$ cat config.mk
export PLATFORM = sky130hd
export DESIGN_NAME = ctc_fifo
export DESIGN_NICKNAME = d
export VERILOG_FILES = /design/src/design/ctc_fifo.sv
export SDC_FILE = /design/constraint.sdc
export NUM_CORES = 1
export LEC_CHECK = 0
export BUFFER_PORTS_ARGS = -buffer_cell sky130_fd_sc_hd__buf_2
export CORE_MARGIN = 3
export CORE_UTILIZATION = 50
export CTS_BUF_LIST = sky130_fd_sc_hd__clkbuf_16
export DETAILED_ROUTE_END_ITERATION = 8
export GPL_ROUTABILITY_DRIVEN = 0
export PLACE_DENSITY = 0.71
export REMOVE_ABC_BUFFERS = 1
export SETUP_SLACK_MARGIN = 0.15
export SYNTH_ARGS = -nofsm -noshare
export SYNTH_HDL_FRONTEND = slang
export SYNTH_SLANG_ARGS = --single-unit
$ cat constraint.sdc
create_clock -name clk -period 1.9 [get_ports clk]
set_input_delay 0.38 -clock clk [delete_from_list [all_inputs] [get_ports clk]]
set_output_delay 0.38 -clock clk [all_outputs]
set_load 0.05 [all_outputs]
$ cat src/design/ctc_fifo.sv
// Small synchronous queue built from registers, first word shown at the head.
// No dependencies.
`timescale 1ns / 1ps
`default_nettype none

module ctc_fifo #(
  parameter int WIDTH = 8,
  parameter int DEPTH = 4
) (
  input  wire logic             clk,
  input  wire logic             rst_n,
  input  wire logic             push,
  input  wire logic [WIDTH-1:0] din,
  input  wire logic             pop,
  output logic      [WIDTH-1:0] dout,
  output logic                  empty
);

  localparam int AW = $clog2(DEPTH);
  localparam int CW = $clog2(DEPTH + 1);

  logic [WIDTH-1:0] mem_r [DEPTH];
  logic [AW-1:0]    wr_ptr_r, wr_ptr_nxt;
  logic [AW-1:0]    rd_ptr_r, rd_ptr_nxt;
  logic [CW-1:0]    cnt_r, cnt_nxt;

  always_comb begin
    wr_ptr_nxt = wr_ptr_r;
    rd_ptr_nxt = rd_ptr_r;
    cnt_nxt    = cnt_r;
    if (push) begin
      wr_ptr_nxt = (wr_ptr_r == AW'(DEPTH - 1)) ? '0 : wr_ptr_r + AW'(1);
    end
    if (pop) begin
      rd_ptr_nxt = (rd_ptr_r == AW'(DEPTH - 1)) ? '0 : rd_ptr_r + AW'(1);
    end
    if (push && !pop) begin
      cnt_nxt = cnt_r + CW'(1);
    end else if (pop && !push) begin
      cnt_nxt = cnt_r - CW'(1);
    end
  end

  always_ff @(posedge clk) begin
    if (!rst_n) begin
      wr_ptr_r <= '0;
      rd_ptr_r <= '0;
      cnt_r    <= '0;
    end else begin
      wr_ptr_r <= wr_ptr_nxt;
      rd_ptr_r <= rd_ptr_nxt;
      cnt_r    <= cnt_nxt;
    end
  end

  always_ff @(posedge clk) begin
    if (push) begin
      mem_r[wr_ptr_r] <= din;
    end
  end

  assign dout  = mem_r[rd_ptr_r];
  assign empty = (cnt_r == '0);

endmodule

`default_nettype wire

; ---- After elaboration in Yosys (flattened, before gate mapping)
; Memory sizes are Yosys's and may differ from the RTL's. A register that Yosys moved wholly into a read port is not among the register bits.
; Index checks and enable logic that the tools add are counted.
[totals]
wordCells = 24
mem_bits_rw = 32
memories = 1
register_bits = 7
output_inout_bits = 9
[op_classes]
eq_ne = 2
addsub = 4
reduce_logical = 6
mux = 8
[memory_table]
columns = memory, depth, width, read_ports, rd_ports_with_merged_regs, wr, line
row1 = mem_r, 4, 8, 1, 1, 1, 22  ; logic [WIDTH-1:0] mem_r [DEPTH];
[op_table]
columns = cell, n
row1 = 2-bit two-way mux, 4
row2 = 3-bit two-way mux, 2
row3 = 2-bit by 1-bit adder with 2-bit output (second input constant), 2
row4 = 2-bit == test (second input constant), 2
row5 = 3-bit by 1-bit adder with 3-bit output (second input constant), 1
row6 = 3-bit zero test, 1
row7 = 3-bit by 1-bit subtractor with 3-bit output (second input constant), 1
row8 = 1-bit logical AND, 2
row9 = 1-bit zero test, 2
row10 = 1-bit two-way mux, 2
row11 = 2-bit nonzero test, 1

; ---- Depth between registers and ports, before layout
[logic_depth]
word_depth = 4
depth_mapped = 7
depth_no_buf = 7

; ---- Worst setup path after synthesis
; OpenSTA, ideal clock, no wires.
[synth_path]
path_type = register to output
start = reg cnt_r[0]
end = out empty
path_buffers = 0
t_arrival_ns = 1.420
setup_slack_ns = 0.100
t_required_ns = 1.520
path_stages_with_launch = 2
path_cell_list = dfxtp_1 nor3_1
[synth_between]
elab_chain_cells = 1
[synth_lines]
columns = item, line
row1 = start: declaration, 25  ; logic [CW-1:0] cnt_r, cnt_nxt;
row2 = start signal: assignment, 52  ; cnt_r <= cnt_nxt;
row3 = 3-bit zero test, 63  ; assign empty = (cnt_r == '0);
row4 = end: declaration, 16  ; output logic empty
; Every way passes these cells.

==> results.ini <==
[route]
drtAntennaViolNets=0
vias_per_cell=5.21
num_vias=808
drc_errors=0
drtIter0Drc=13
post_drt_wl_per_cell_microns=15.4
dr.pass1.iters=6
wirelength_mm=2.38

[sta]
finalHoldViolations=0
finClkSkew_ns=0.00424
timing.final.ws_setup_ns=0.0548
fmax_ghz=0.542
rsz0062_at_grt=true
worstMarginPinSlew_ns=0.428
post-route-min-period_ns=1.85
setup_viol=0
slew_headroom=0.714
final.period_utilization=0.971
tns_ns=0
slew_viol_final=0

[layout]
drive_gt1_frac=0.319
fin_util=0.677
insertedDiodeCount=0
stdcell_count=155
syn_to_final_growth_pct=22.1
finalInstanceArea_sq_um=1960
final_nets=131

[global_routing]
grt_max_degree=12
grt_use_total=0.141
grt_remaining_overflow=0
antenna_found_initial=0
grt_pass1_wl_mm=4.07
grt_pass1_vias=822

[place]
io_buffers=20
post-place-ws_ns=0.0218
placed_area_sq_um=1760
dp_hpwl_mm=1.70
dp_cells=147

[clocking]
clkLatencyLatePin_ns=0.28
holdBufCountCts=0
cts_tree=built
clkTransAtPathRegs_ns=0.05
clock_sinks=41
clockBufferDepth=2
cts_root_buf=clkbuf_16
cts_htree_levels=2
numCtsBuffers=5

[logic_synthesis]
netlist_instances=85
synth_area_sq_um=1610
yosysSeqAreaShare=0.710
ys_types=19
yosys_warnings=0
ys_ff_latch=41
avgSynthCellArea_sq_um=18.9

[critical_path]
critical_path_class=reg -> out
cp.required_ns=1.52
worst_setup_path_end_kind=output pin
worst_setup_path_start_kind=register
arrival_ns=1.47
critPathMaxFanout=8

[power_and_ir_drop]
p_leak_uw=0.000735
power_density_nw_per_um2=1090
ir_drop_mv=0.667

[floorplan]
coreArea_sq_um=2900
dieArea_sq_um=3930
io_pins=21
initial_core_util=0.554
chipHeight_microns=62.7
die_x_microns=62.7
rows=19

[job]
cap_violations=0

[worst_hold_path]
min_path_type=in -> reg

[outcome]
outcome=finished, final reports clean

## critical path, cell delays in order (launching register included)
cell,delay [ns]
dfxtp_2,0.34
buf_12,0.14
mux4_2,0.53
buf_8,0.17
## per-layer routing
layer	share of wire	wire length [microns]	track usage
met5	0	0	0
met4	0.019	45	0.0579
met3	0.060	143	0.0612
met2	0.52	1230	0.229
met1	0.40	964	0.162
## cell families (layout without fill, tap and decap cells)
group           count (synthesis)  after routing  share of synthesized area
compound gates                  3              3                     0.0125
xor+xnor                        2              2                     0.0109
fa+ha+maj                       7              7                     0.0591
buf+inv                         6             34                     0.0194
flops                          41             41                      0.710
mux                            12             12                      0.137
simple gates                   14             14                     0.0514
## Yosys cell counts
cell type / count / area share
nor3_1: 2 / 0.0062
xnor2_1: 1 / 0.0054
clkbuf_2: 1 / 0.0031
xor2_1: 1 / 0.0054
nor2b_1: 5 / 0.019
fa_1: 1 / 0.012
edfxtp_1: 32 / 0.60
buf_6: 1 / 0.0070
dfxtp_1: 9 / 0.11
ha_1: 6 / 0.047
mux2i_1: 4 / 0.025
nor2_1: 1 / 0.0023
o21ai_0: 1 / 0.0031
o21a_1: 1 / 0.0047
or3_1: 1 / 0.0039
a21boi_1: 1 / 0.0047
and2_1: 5 / 0.019
mux4_2: 8 / 0.11
inv_1: 4 / 0.0093
## state kept, by name (all words and copies together), names as in the netlist, named ones only
name	flops
mem_r	32
wr_ptr_r	2
rd_ptr_r	2
cnt_r	3
## path summary, 6_finish.rpt
check | slack [ns] | end | start | cells after the start
setup / recovery | 0.05 | dout[0] | register | 3
hold / removal | 0.32 | mem_r[0][0] | din[0] | 1
setup reg to reg | 0.46 | cnt_r[2] | cnt_r[0] | 4
hold reg to reg | 0.49 | cnt_r[2] | cnt_r[2] | 2
## layout make-up
type | count | area, sq um
sequential | 41 | 1140
inverter | 4 | 15.0
tap | 42 | 52.6
fill | 213 | 937
multi-input combinational | 38 | 435
clock inverter | 3 | 11.3
timing repair buffer | 22 | 181
clock buffer | 5 | 125
## placed cells by master (no fill, tap or decap), types with 2 or more instances in the layout
cell type / instances
edfxtp_1: 32
buf_2: 12
mux4_2: 8
dfxtp_1: 8
inv_1: 7
buf_6: 7
ha_1: 6
and2_1: 5
nor2b_1: 5
clkbuf_16: 5
mux2i_1: 4
nor3_1: 2
## stage by stage
stage	total power (uW)	hold WS [ns]
finish	2150	0.321
floorplan	1290	0.457
detailed placement	1370	0.482
global placement	1360	0.472
CTS	2170	0.317
global route	2250	0.314
## repair_timing
action,in CTS,in global routing
gates resized for setup,20,1
buffers inserted,0,0
endpoints found under the setup margin,8,8
## power by group
group | leakage [uW] | internal [uW] | switching (uW) | total, uW
logic | 0.000289 | 138 | 195 | 332
registers | 0.000369 | 1020 | 30.0 | 1050
clock network | 0.0000776 | 471 | 294 | 765
(Power assumes the default switching activity.)
