## src/design/ctc_pkg.sv

```systemverilog
// Shared types, constants and arithmetic steps for the tower centroid block.
// No dependencies; the front, back and top level import this package.
`timescale 1ns / 1ps
`default_nettype none

package ctc_pkg;

  localparam int NUM_TOWERS      = 8;
  localparam int SIDE_TOWERS     = 4;
  localparam int SQRT_STAGES     = 8;
  localparam int SQRT_STEPS      = 2;
  localparam int NUM_QUANT       = 4;
  localparam int DIV_STAGES      = 3;
  localparam int DIV_STEPS       = 3;
  localparam int Q_BITS          = 9;
  localparam logic [27:0] NUM_SCALE = 28'd896;

  typedef struct packed {
    logic [19:0] rem;
    logic [15:0] root;
    logic [15:0] rad;
  } sq_t;

  typedef struct packed {
    logic [17:0]        den;
    logic signed [18:0] dx;
    logic signed [18:0] dy;
  } side_sum_t;

  typedef struct packed {
    side_sum_t c;
    side_sum_t a;
  } mid_item_t;

  typedef struct packed {
    logic [27:0]       num;
    logic [17:0]       den;
    logic [Q_BITS-1:0] q;
    logic              neg;
  } div_t;

  typedef struct packed {
    logic signed [9:0] x;
    logic signed [9:0] y;
    logic              valid;
  } side_res_t;

  typedef struct packed {
    side_res_t c;
    side_res_t a;
  } out_item_t;

  // One bit of an integer square root, consuming two radicand bits.
  function automatic sq_t sqrt_step(sq_t a);
    sq_t         res;
    logic [19:0] r;
    logic [19:0] trial;
    r     = {a.rem[17:0], a.rad[15:14]};
    trial = {2'b00, a.root, 2'b01};
    res.rad = {a.rad[13:0], 2'b00};
    if (r >= trial) begin
      res.rem  = r - trial;
      res.root = {a.root[14:0], 1'b1};
    end else begin
      res.rem  = r;
      res.root = {a.root[14:0], 1'b0};
    end
    return res;
  endfunction

  // One quotient bit of a restoring division by twice the weight sum.
  function automatic div_t div_step(div_t a, int b);
    div_t        res;
    logic [27:0] sh;
    res = a;
    sh  = 28'({a.den, 1'b0}) << b;
    if (a.num >= sh) begin
      res.num = a.num - sh;
      res.q   = {a.q[Q_BITS-2:0], 1'b1};
    end else begin
      res.q   = {a.q[Q_BITS-2:0], 1'b0};
    end
    return res;
  endfunction

  function automatic side_sum_t side_sum(logic [15:0] w0, logic [15:0] w1,
                                         logic [15:0] w2, logic [15:0] w3);
    side_sum_t   s;
    logic [17:0] px;
    logic [17:0] nx;
    logic [17:0] py;
    logic [17:0] ny;
    px = 18'(w1) + 18'(w3);
    nx = 18'(w0) + 18'(w2);
    py = 18'(w2) + 18'(w3);
    ny = 18'(w0) + 18'(w1);
    s.den = px + nx;
    s.dx  = $signed({1'b0, px}) - $signed({1'b0, nx});
    s.dy  = $signed({1'b0, py}) - $signed({1'b0, ny});
    return s;
  endfunction

endpackage

`default_nettype wire

```

## src/design/ctc_back.sv

```systemverilog
// Back part: scaled, rounded division of the position sums by the weight sums.
// Depends on ctc_pkg.
`timescale 1ns / 1ps
`default_nettype none

module ctc_back (
  input  wire logic               clk,
  input  wire logic               rst_n,
  input  wire logic               bk_vld,
  input  wire ctc_pkg::mid_item_t bk_item,
  output logic                    res_vld,
  output ctc_pkg::out_item_t      res_item
);

  import ctc_pkg::*;

  div_t                  p_r    [NUM_QUANT];
  div_t                  p_nxt  [NUM_QUANT];
  div_t                  d_r    [DIV_STAGES][NUM_QUANT];
  div_t                  d_nxt  [DIV_STAGES][NUM_QUANT];
  logic [1:0]            psv_r, psv_nxt;
  logic [1:0]            dsv_r  [DIV_STAGES];
  logic [DIV_STAGES:0]   vld_r;
  logic                  res_vld_r;
  out_item_t             res_r, res_nxt;

  always_comb begin
    logic signed [18:0] d;
    logic [17:0]        den;
    logic [17:0]        mag;
    for (int q = 0; q < NUM_QUANT; q++) begin
      unique case (q)
        0: begin d = bk_item.c.dx; den = bk_item.c.den; end
        1: begin d = bk_item.c.dy; den = bk_item.c.den; end
        2: begin d = bk_item.a.dx; den = bk_item.a.den; end
        default: begin d = bk_item.a.dy; den = bk_item.a.den; end
      endcase
      mag = d[18] ? 18'(-d) : 18'(d);
      p_nxt[q].neg = d[18];
      p_nxt[q].den = den;
      p_nxt[q].q   = '0;
      p_nxt[q].num = 28'(mag) * NUM_SCALE + 28'(den);
    end
    psv_nxt = {bk_item.a.den != '0, bk_item.c.den != '0};
  end

  always_comb begin
    div_t cur;
    for (int s = 0; s < DIV_STAGES; s++) begin
      for (int q = 0; q < NUM_QUANT; q++) begin
        cur = (s == 0) ? p_r[q] : d_r[s-1][q];
        for (int k = 0; k < DIV_STEPS; k++) begin
          cur = div_step(cur, Q_BITS - 1 - (s * DIV_STEPS + k));
        end
        d_nxt[s][q] = cur;
      end
    end
  end

  always_comb begin
    logic signed [9:0] v [NUM_QUANT];
    for (int q = 0; q < NUM_QUANT; q++) begin
      v[q] = d_r[DIV_STAGES-1][q].neg ? -$signed({1'b0, d_r[DIV_STAGES-1][q].q})
                                      : $signed({1'b0, d_r[DIV_STAGES-1][q].q});
    end
    res_nxt.c.valid = dsv_r[DIV_STAGES-1][0];
    res_nxt.a.valid = dsv_r[DIV_STAGES-1][1];
    res_nxt.c.x     = res_nxt.c.valid ? v[0] : '0;
    res_nxt.c.y     = res_nxt.c.valid ? v[1] : '0;
    res_nxt.a.x     = res_nxt.a.valid ? v[2] : '0;
    res_nxt.a.y     = res_nxt.a.valid ? v[3] : '0;
  end

  always_ff @(posedge clk) begin
    if (!rst_n) begin
      vld_r     <= '0;
      res_vld_r <= 1'b0;
    end else begin
      vld_r     <= {vld_r[DIV_STAGES-1:0], bk_vld};
      res_vld_r <= vld_r[DIV_STAGES];
    end
  end

  always_ff @(posedge clk) begin
    p_r      <= p_nxt;
    psv_r    <= psv_nxt;
    d_r      <= d_nxt;
    dsv_r[0] <= psv_r;
    for (int s = 1; s < DIV_STAGES; s++) begin
      dsv_r[s] <= dsv_r[s-1];
    end
    res_r    <= res_nxt;
  end

  assign res_vld  = res_vld_r;
  assign res_item = res_r;

endmodule

`default_nettype wire

```

## config.mk

```make
export PLATFORM = sky130hd
export DESIGN_NAME = ctc_back
export DESIGN_NICKNAME = d
export VERILOG_FILES = /design/src/design/ctc_pkg.sv /design/src/design/ctc_back.sv
export SDC_FILE = /design/constraint.sdc
export NUM_CORES = 2
export LEC_CHECK = 0
export BUFFER_PORTS_ARGS = -buffer_cell sky130_fd_sc_hd__buf_2
export CAP_MARGIN = 20
export CORE_ASPECT_RATIO = 1.1
export CORE_UTILIZATION = 35
export CTS_CLUSTER_DIAMETER = 60
export CTS_CLUSTER_SIZE = 12
export DETAILED_ROUTE_END_ITERATION = 7
export GPL_TIMING_DRIVEN = 0
export HOLD_SLACK_MARGIN = 0.05
export PLACE_DENSITY_LB_ADDON = 0.15
export SLEW_MARGIN = 20
export SYNTH_ARGS = -nofsm -noshare
export SYNTH_HDL_FRONTEND = slang
export SYNTH_SLANG_ARGS = --single-unit
```

## constraint.sdc

```tcl
create_clock -name clk -period 10 [get_ports clk]
set_input_delay 2 -clock clk [delete_from_list [all_inputs] [get_ports clk]]
set_output_delay 2 -clock clk [all_outputs]
set_load 0.005 [all_outputs]
```

[Word-level counts from Yosys, hierarchy flattened]
Memory sizes are Yosys's and may differ from the RTL's.
Index checks and enable logic that the tools add are counted.
Operators by class
  reductions and logical operators: 6
  $add $sub $neg: 44
  muxes and demuxes: 76
  order comparisons: 36
  multipliers: 4
Operator list (count)
  $mux 28: 32
  $add 28x18->28: 4
  $ge 28x19->1: 4
  $ge 28x20->1: 4
  $ge 28x21->1: 4
  $ge 28x22->1: 4
  $ge 28x23->1: 4
  $ge 28x24->1: 4
  $ge 28x25->1: 4
  $ge 28x26->1: 4
  $ge 28x27->1: 4
  $sub 28x20->28: 4
  $sub 28x21->28: 4
  $sub 28x22->28: 4
  $sub 28x23->28: 4
  $sub 28x24->28: 4
  $sub 28x25->28: 4
  $sub 28x26->28: 4
  $sub 28x27->28: 4
  $mul 18x3->21 const B: 4
  $mux 18: 4
  $neg 18->18: 4
  $neg 9->10: 4
  $mux 1: 36
  3 further kinds: 10
Storage, ports and cells
  RAM bits: 6
  logic and storage cells: 226
  memories kept: 1
  output and inout bits: 43
  input bits: 115
  register bits after elaboration: 581
Memory list
  dsv_r: depth 3, width 2, rd ports 3, clocked after memory_dff 0, wr ports 3, RTL line ctc_back.sv:22  | logic [1:0] dsv_r [DIV_STAGES];

[Longest topological paths before layout]
  depth after elaboration: 6
  mapped depth: 45
  depth with buffers taken out: 40

[Worst setup path after synthesis]
No wires, ideal clock.
  kind: flip-flop to flip-flop
  start point: register d_r (netlist bit d_nxt[235])
  end point: register d_r[263] in the netlist's numbering
  clock period less this slack: 8.759 ns
  buffers on the path: 7
  arrival: 8.638 ns
  stages on the path, launching flop included: 42
  setup slack: 1.241 ns
  data required time: 9.879 ns
  setup time: 0.121 ns
  cell sequence: dfxtp_1 -> inv_1 -> fa_1 -> a21o_1 -> a21o_1 -> nand3_1 -> o21a_1 -> and3_1 -> buf_2 -> inv_1 -> clkbuf_1 -> clkbuf_1 -> a21oi_1 -> ha_1 -> o21ai_0 -> nor2_1 -> o41a_1 -> o21ai_0 -> [... 6 more ...] -> clkbuf_1 -> nand2_1 -> o21ai_0 -> ha_1 -> a21o_1 -> a21o_1 -> a21o_1 -> a21o_1 -> a2111o_1 -> o221ai_1 -> o21ai_0 -> a21oi_1 -> nor2b_1 -> or3b_1 -> or3_1 -> buf_2 -> buf_6 -> mux2_2
RTL lines
  start: declaration: RTL line ctc_back.sv:19  | div_t d_r [DIV_STAGES][NUM_QUANT];
  start signal: assignment: RTL line ctc_back.sv:87  | d_r <= d_nxt;

==> metrics.txt <==
# TYPE chip_impl_metric gauge
chip_impl_metric{name="gp_weighted_congestion",unit=""} 0.921
chip_impl_metric{name="design.core.area",unit="um2"} 163000
chip_impl_metric{name="hold_violations",unit=""} 0
chip_impl_metric{name="drt.antenna.violating_nets",unit=""} 0
chip_impl_metric{name="cts_num_sinks",unit=""} 515
chip_impl_metric{name="drive_gt1_share",unit="%"} 11.5
chip_impl_metric{name="number_of_antenna_violations_at_the_first_check_in_global_routing",unit=""} 3
chip_impl_info{name="dominantRegCellSynth",value="sky130_fd_sc_hd__dfxtp_1"} 1
chip_impl_metric{name="worstPathArrival",unit="ps"} 10120
chip_impl_metric{name="gr-usage-all-layers",unit="%"} 20.0
chip_impl_metric{name="cts-buffers-inserted",unit=""} 73
chip_impl_metric{name="timing.final.crit_period",unit="ps"} 9550
chip_impl_info{name="worst_setup_path_start_kind",value="flop"} 1
chip_impl_metric{name="detailed_route_vias_per_instance",unit=""} 5.27
chip_impl_metric{name="initial_utilization",unit="%"} 35.4
chip_impl_info{name="clk_root_buffer_cell",value="sky130_fd_sc_hd__clkbuf_16"} 1
chip_impl_metric{name="netlist_area",unit="um2"} 57600
chip_impl_metric{name="cp_slowest_stage_delay",unit="ps"} 620
chip_impl_metric{name="synth_enable_flop_cells",unit=""} 0
chip_impl_metric{name="dp_hpwl",unit="um"} 138000
chip_impl_metric{name="fp-row-count",unit=""} 155
chip_impl_metric{name="drt_pre_antenna_iters",unit=""} 5
chip_impl_metric{name="maxClockFrequency",unit="GHz"} 0.105
chip_impl_metric{name="via_count_of_the_first_global_routing_pass",unit=""} 48200
chip_impl_metric{name="grt_overflow_total",unit=""} 0
chip_impl_metric{name="placement.io_buffers",unit=""} 157
chip_impl_metric{name="timing_worst_slew_pin_value",unit="ps"} 1040
chip_impl_metric{name="clk_latency",unit="ps"} 700
chip_impl_metric{name="cp_max_fo",unit=""} 10
chip_impl_metric{name="clk_pin_slew_worst_paths",unit="ps"} 60
chip_impl_metric{name="die_x",unit="um"} 389
chip_impl_info{name="crit_slowest_cell",value="sky130_fd_sc_hd__or4_1"} 1
chip_impl_metric{name="drv_slew",unit=""} 0
chip_impl_metric{name="ys.warnings.count",unit=""} 0
chip_impl_metric{name="wire_length_of_the_first_global_routing_pass",unit="um"} 267000
chip_impl_metric{name="ys_ff_latch",unit=""} 515
chip_impl_metric{name="n_fill_cell",unit=""} 16700
chip_impl_metric{name="synth_cells",unit=""} 7201
chip_impl_metric{name="wirelength",unit="um"} 171000
chip_impl_metric{name="required",unit="ps"} 10570
chip_impl_metric{name="seq_area_frac_synth",unit="%"} 17.9
chip_impl_metric{name="setup-violations-final",unit=""} 0
chip_impl_metric{name="via_count",unit=""} 50900
chip_impl_metric{name="max_cap_violations",unit=""} 0
chip_impl_metric{name="period_utilization",unit="%"} 95.5
chip_impl_metric{name="ys_async_sr_fraction",unit="%"} 0
chip_impl_metric{name="ioPinCount",unit=""} 158
chip_impl_metric{name="route.detailed.wl_per_inst",unit="um"} 17.7
chip_impl_metric{name="cts-htree-levels",unit=""} 3
chip_impl_info{name="cp-end-kind",value="flop"} 1
chip_impl_metric{name="synth_area_per_cell",unit="um2"} 7.99
chip_impl_metric{name="cts-root-to-sink-buffers",unit=""} 3
chip_impl_metric{name="largest_net_degree_at_the_start_of_global_routing",unit=""} 13
chip_impl_info{name="status",value="completed"} 1
chip_impl_metric{name="post_synthesis_net_count",unit=""} 8194
chip_impl_metric{name="clock-skew-final",unit="ps"} 30.0
chip_impl_info{name="min-delay-path-class",value="flop to flop"} 1
chip_impl_metric{name="maxSlewHeadroom",unit="%"} 30.0
chip_impl_info{name="critPathKind",value="flop to flop"} 1
chip_impl_metric{name="netlist-cell-type-count",unit=""} 95
chip_impl_info{name="cts_tree",value="done"} 1
chip_impl_metric{name="layout-area-overhead-vs-synth",unit="%"} 12.1
chip_impl_metric{name="dieArea",unit="um2"} 166000
chip_impl_metric{name="fin_hold_ws",unit="ps"} 311
chip_impl_metric{name="drt_drc_violations_left",unit=""} 0
chip_impl_metric{name="design.final.nets",unit=""} 8491
chip_impl_metric{name="drt-initial-drc-count",unit=""} 2918
chip_impl_info{name="cpMostUsedCell",value="sky130_fd_sc_hd__o21ai_0"} 1
chip_impl_metric{name="die_y",unit="um"} 427
## what timing repair did
| item | in CTS | in global routing |
|---|---|---|
| hold buffers | 0 | 0 |
| resized for setup | 93 | 120 |
| pin swaps | 2 | 15 |
| setup buffers | 25 | 41 |
| hold endpoints to repair | 0 | 0 |
| setup endpoints to repair | 186 | 190 |
## final timing paths
path / to / startpoint / depth (start not counted) / slack, ps
setup / recovery: d_r[442] / d_nxt[362] / 41 / 450
hold / removal: d_r[177] / d_r[398] / 0 / 310
setup reg to reg: d_r[442] / d_nxt[362] / 41 / 450
hold reg to reg: d_r[177] / d_r[398] / 0 / 310
## cells by family after synthesis
family | count (synthesis) | share of synthesized area [%]
and+or+nand+nor | 2125 | 18.1
AOI/OAI and AO/OA | 2021 | 22.4
adders and majority gates | 878 | 20.5
xor gates and xnor gates | 731 | 11.1
buffers and inverters | 635 | 4.24
DFF | 515 | 17.9
muxes | 296 | 5.67
## through the flow
step / setup slack (ps) / setup TNS, ps / utilization, % / area [um2] / cells
floorplan: 1240 / 0 / - / 57600 / 7201
global placement: -1890 / -138750 / 37.5 / 61000 / 9477
detailed placement: -1470 / -140040 / 37.5 / 61000 / 9478
CTS: 1.90 / 0 / 39.3 / 63900 / 9624
global route: -25.6 / -48.3 / 39.6 / 64500 / 9664
finish: 449 / 0 / 39.7 / 64500 / 9667
## cells in the final DEF (no fill, tap or decap), types with 51 or more instances in the layout
cell type | synthesis | final
sky130_fd_sc_hd__ha_1 | 770 | 761
sky130_fd_sc_hd__nand2_1 | 604 | 602
sky130_fd_sc_hd__a21oi_1 | 566 | 551
sky130_fd_sc_hd__nor2_1 | 510 | 510
sky130_fd_sc_hd__dfxtp_1 | 515 | 503
sky130_fd_sc_hd__inv_1 | 505 | 479
sky130_fd_sc_hd__xnor2_1 | 476 | 476
sky130_fd_sc_hd__o21ai_0 | 476 | 468
sky130_fd_sc_hd__a21o_1 | 265 | 265
sky130_fd_sc_hd__xor2_1 | 254 | 254
sky130_fd_sc_hd__mux2_2 | 240 | 240
sky130_fd_sc_hd__buf_2 | 23 | 182
sky130_fd_sc_hd__nor3_1 | 155 | 152
sky130_fd_sc_hd__nand3_1 | 131 | 128
sky130_fd_sc_hd__nand2b_1 | 116 | 115
sky130_fd_sc_hd__nor2b_1 | 108 | 108
sky130_fd_sc_hd__fa_1 | 108 | 108
sky130_fd_sc_hd__nand4_1 | 101 | 101
sky130_fd_sc_hd__o21a_1 | 93 | 93
sky130_fd_sc_hd__o21bai_1 | 80 | 80
sky130_fd_sc_hd__clkbuf_16 | 0 | 75
sky130_fd_sc_hd__and2_1 | 71 | 71
sky130_fd_sc_hd__buf_4 | 1 | 68
sky130_fd_sc_hd__a211oi_1 | 65 | 64
sky130_fd_sc_hd__a31oi_1 | 67 | 62
sky130_fd_sc_hd__clkbuf_1 | 93 | 58
sky130_fd_sc_hd__o31ai_1 | 66 | 58
sky130_fd_sc_hd__or3_1 | 56 | 56
sky130_fd_sc_hd__mux2i_1 | 56 | 54
sky130_fd_sc_hd__and3_1 | 53 | 53
sky130_fd_sc_hd__nor4_1 | 54 | 51
## worst max-delay path, delay by kind of cell, from the launching register on
kind | cells | cell delay [ps]
mux | 1 | 410
buf+inv | 10 | 1660
fa+ha+maj | 3 | 970
flops | 1 | 460
simple gates | 11 | 2270
compound gates | 16 | 3630
## flip-flops by register name, summed over array words and instances (netlist names)
register,count
p_r,84
d_r,256
vld_r,4
res_item,42
psv_r,2
res_vld,1
dsv_r,6
d_nxt,120
## area by class of cell
class	count	area, um2	share of cell area (%)
plain buffers	124	606	0.939
well taps	2119	2650	4.11
repair buffers	224	1290	1.99
multi-input cells	6051	45200	70.1
inverters	509	2010	3.11
flip-flops and latches	515	10300	16.0
diodes	4	10.0	0.0155
clock inverters	40	465	0.721
clock buffers	81	1920	2.97
## synthesized netlist by cell type (all sizes together), types with 17 or more instances
library cell	count	area share [%]
nand3	131	1.1
xor2	254	3.9
a31oi	68	0.75
o211ai	34	0.44
buf	32	0.30
fa	108	3.8
o21bai	80	1.0
nand2b	116	1.3
or4	22	0.29
a21boi	41	0.53
clkbuf	94	0.62
o41ai	18	0.27
or2	46	0.50
a211oi	65	0.85
nand2	605	3.9
ha	770	17
nor2b	108	1.2
nor4	58	0.70
and4	19	0.29
or3	56	0.61
nor3	156	1.4
nand3b	19	0.25
nand4	102	1.1
mux2i	56	0.97
a21oi	575	5.1
nor2	511	3.3
mux2	240	4.7
a21o	265	3.5
o21a	93	1.2
and3	53	0.58
a2111oi	18	0.32
and2	74	0.81
inv	508	3.3
o21ai	482	4.2
a211o	20	0.30
xnor2	477	7.3
dfxtp	515	18
o31ai	67	0.90
o31a	17	0.26
## per-layer routing
layer	GRT usage [%]	part of all wire, %
met1	28.6	51
met2	31.9	43
met3	1.58	3.6
met4	5.72	2.3
met5	0	0
Power is not shown: default switching activity piles up to over one toggle a cycle in this logic, so the estimate is an artifact.
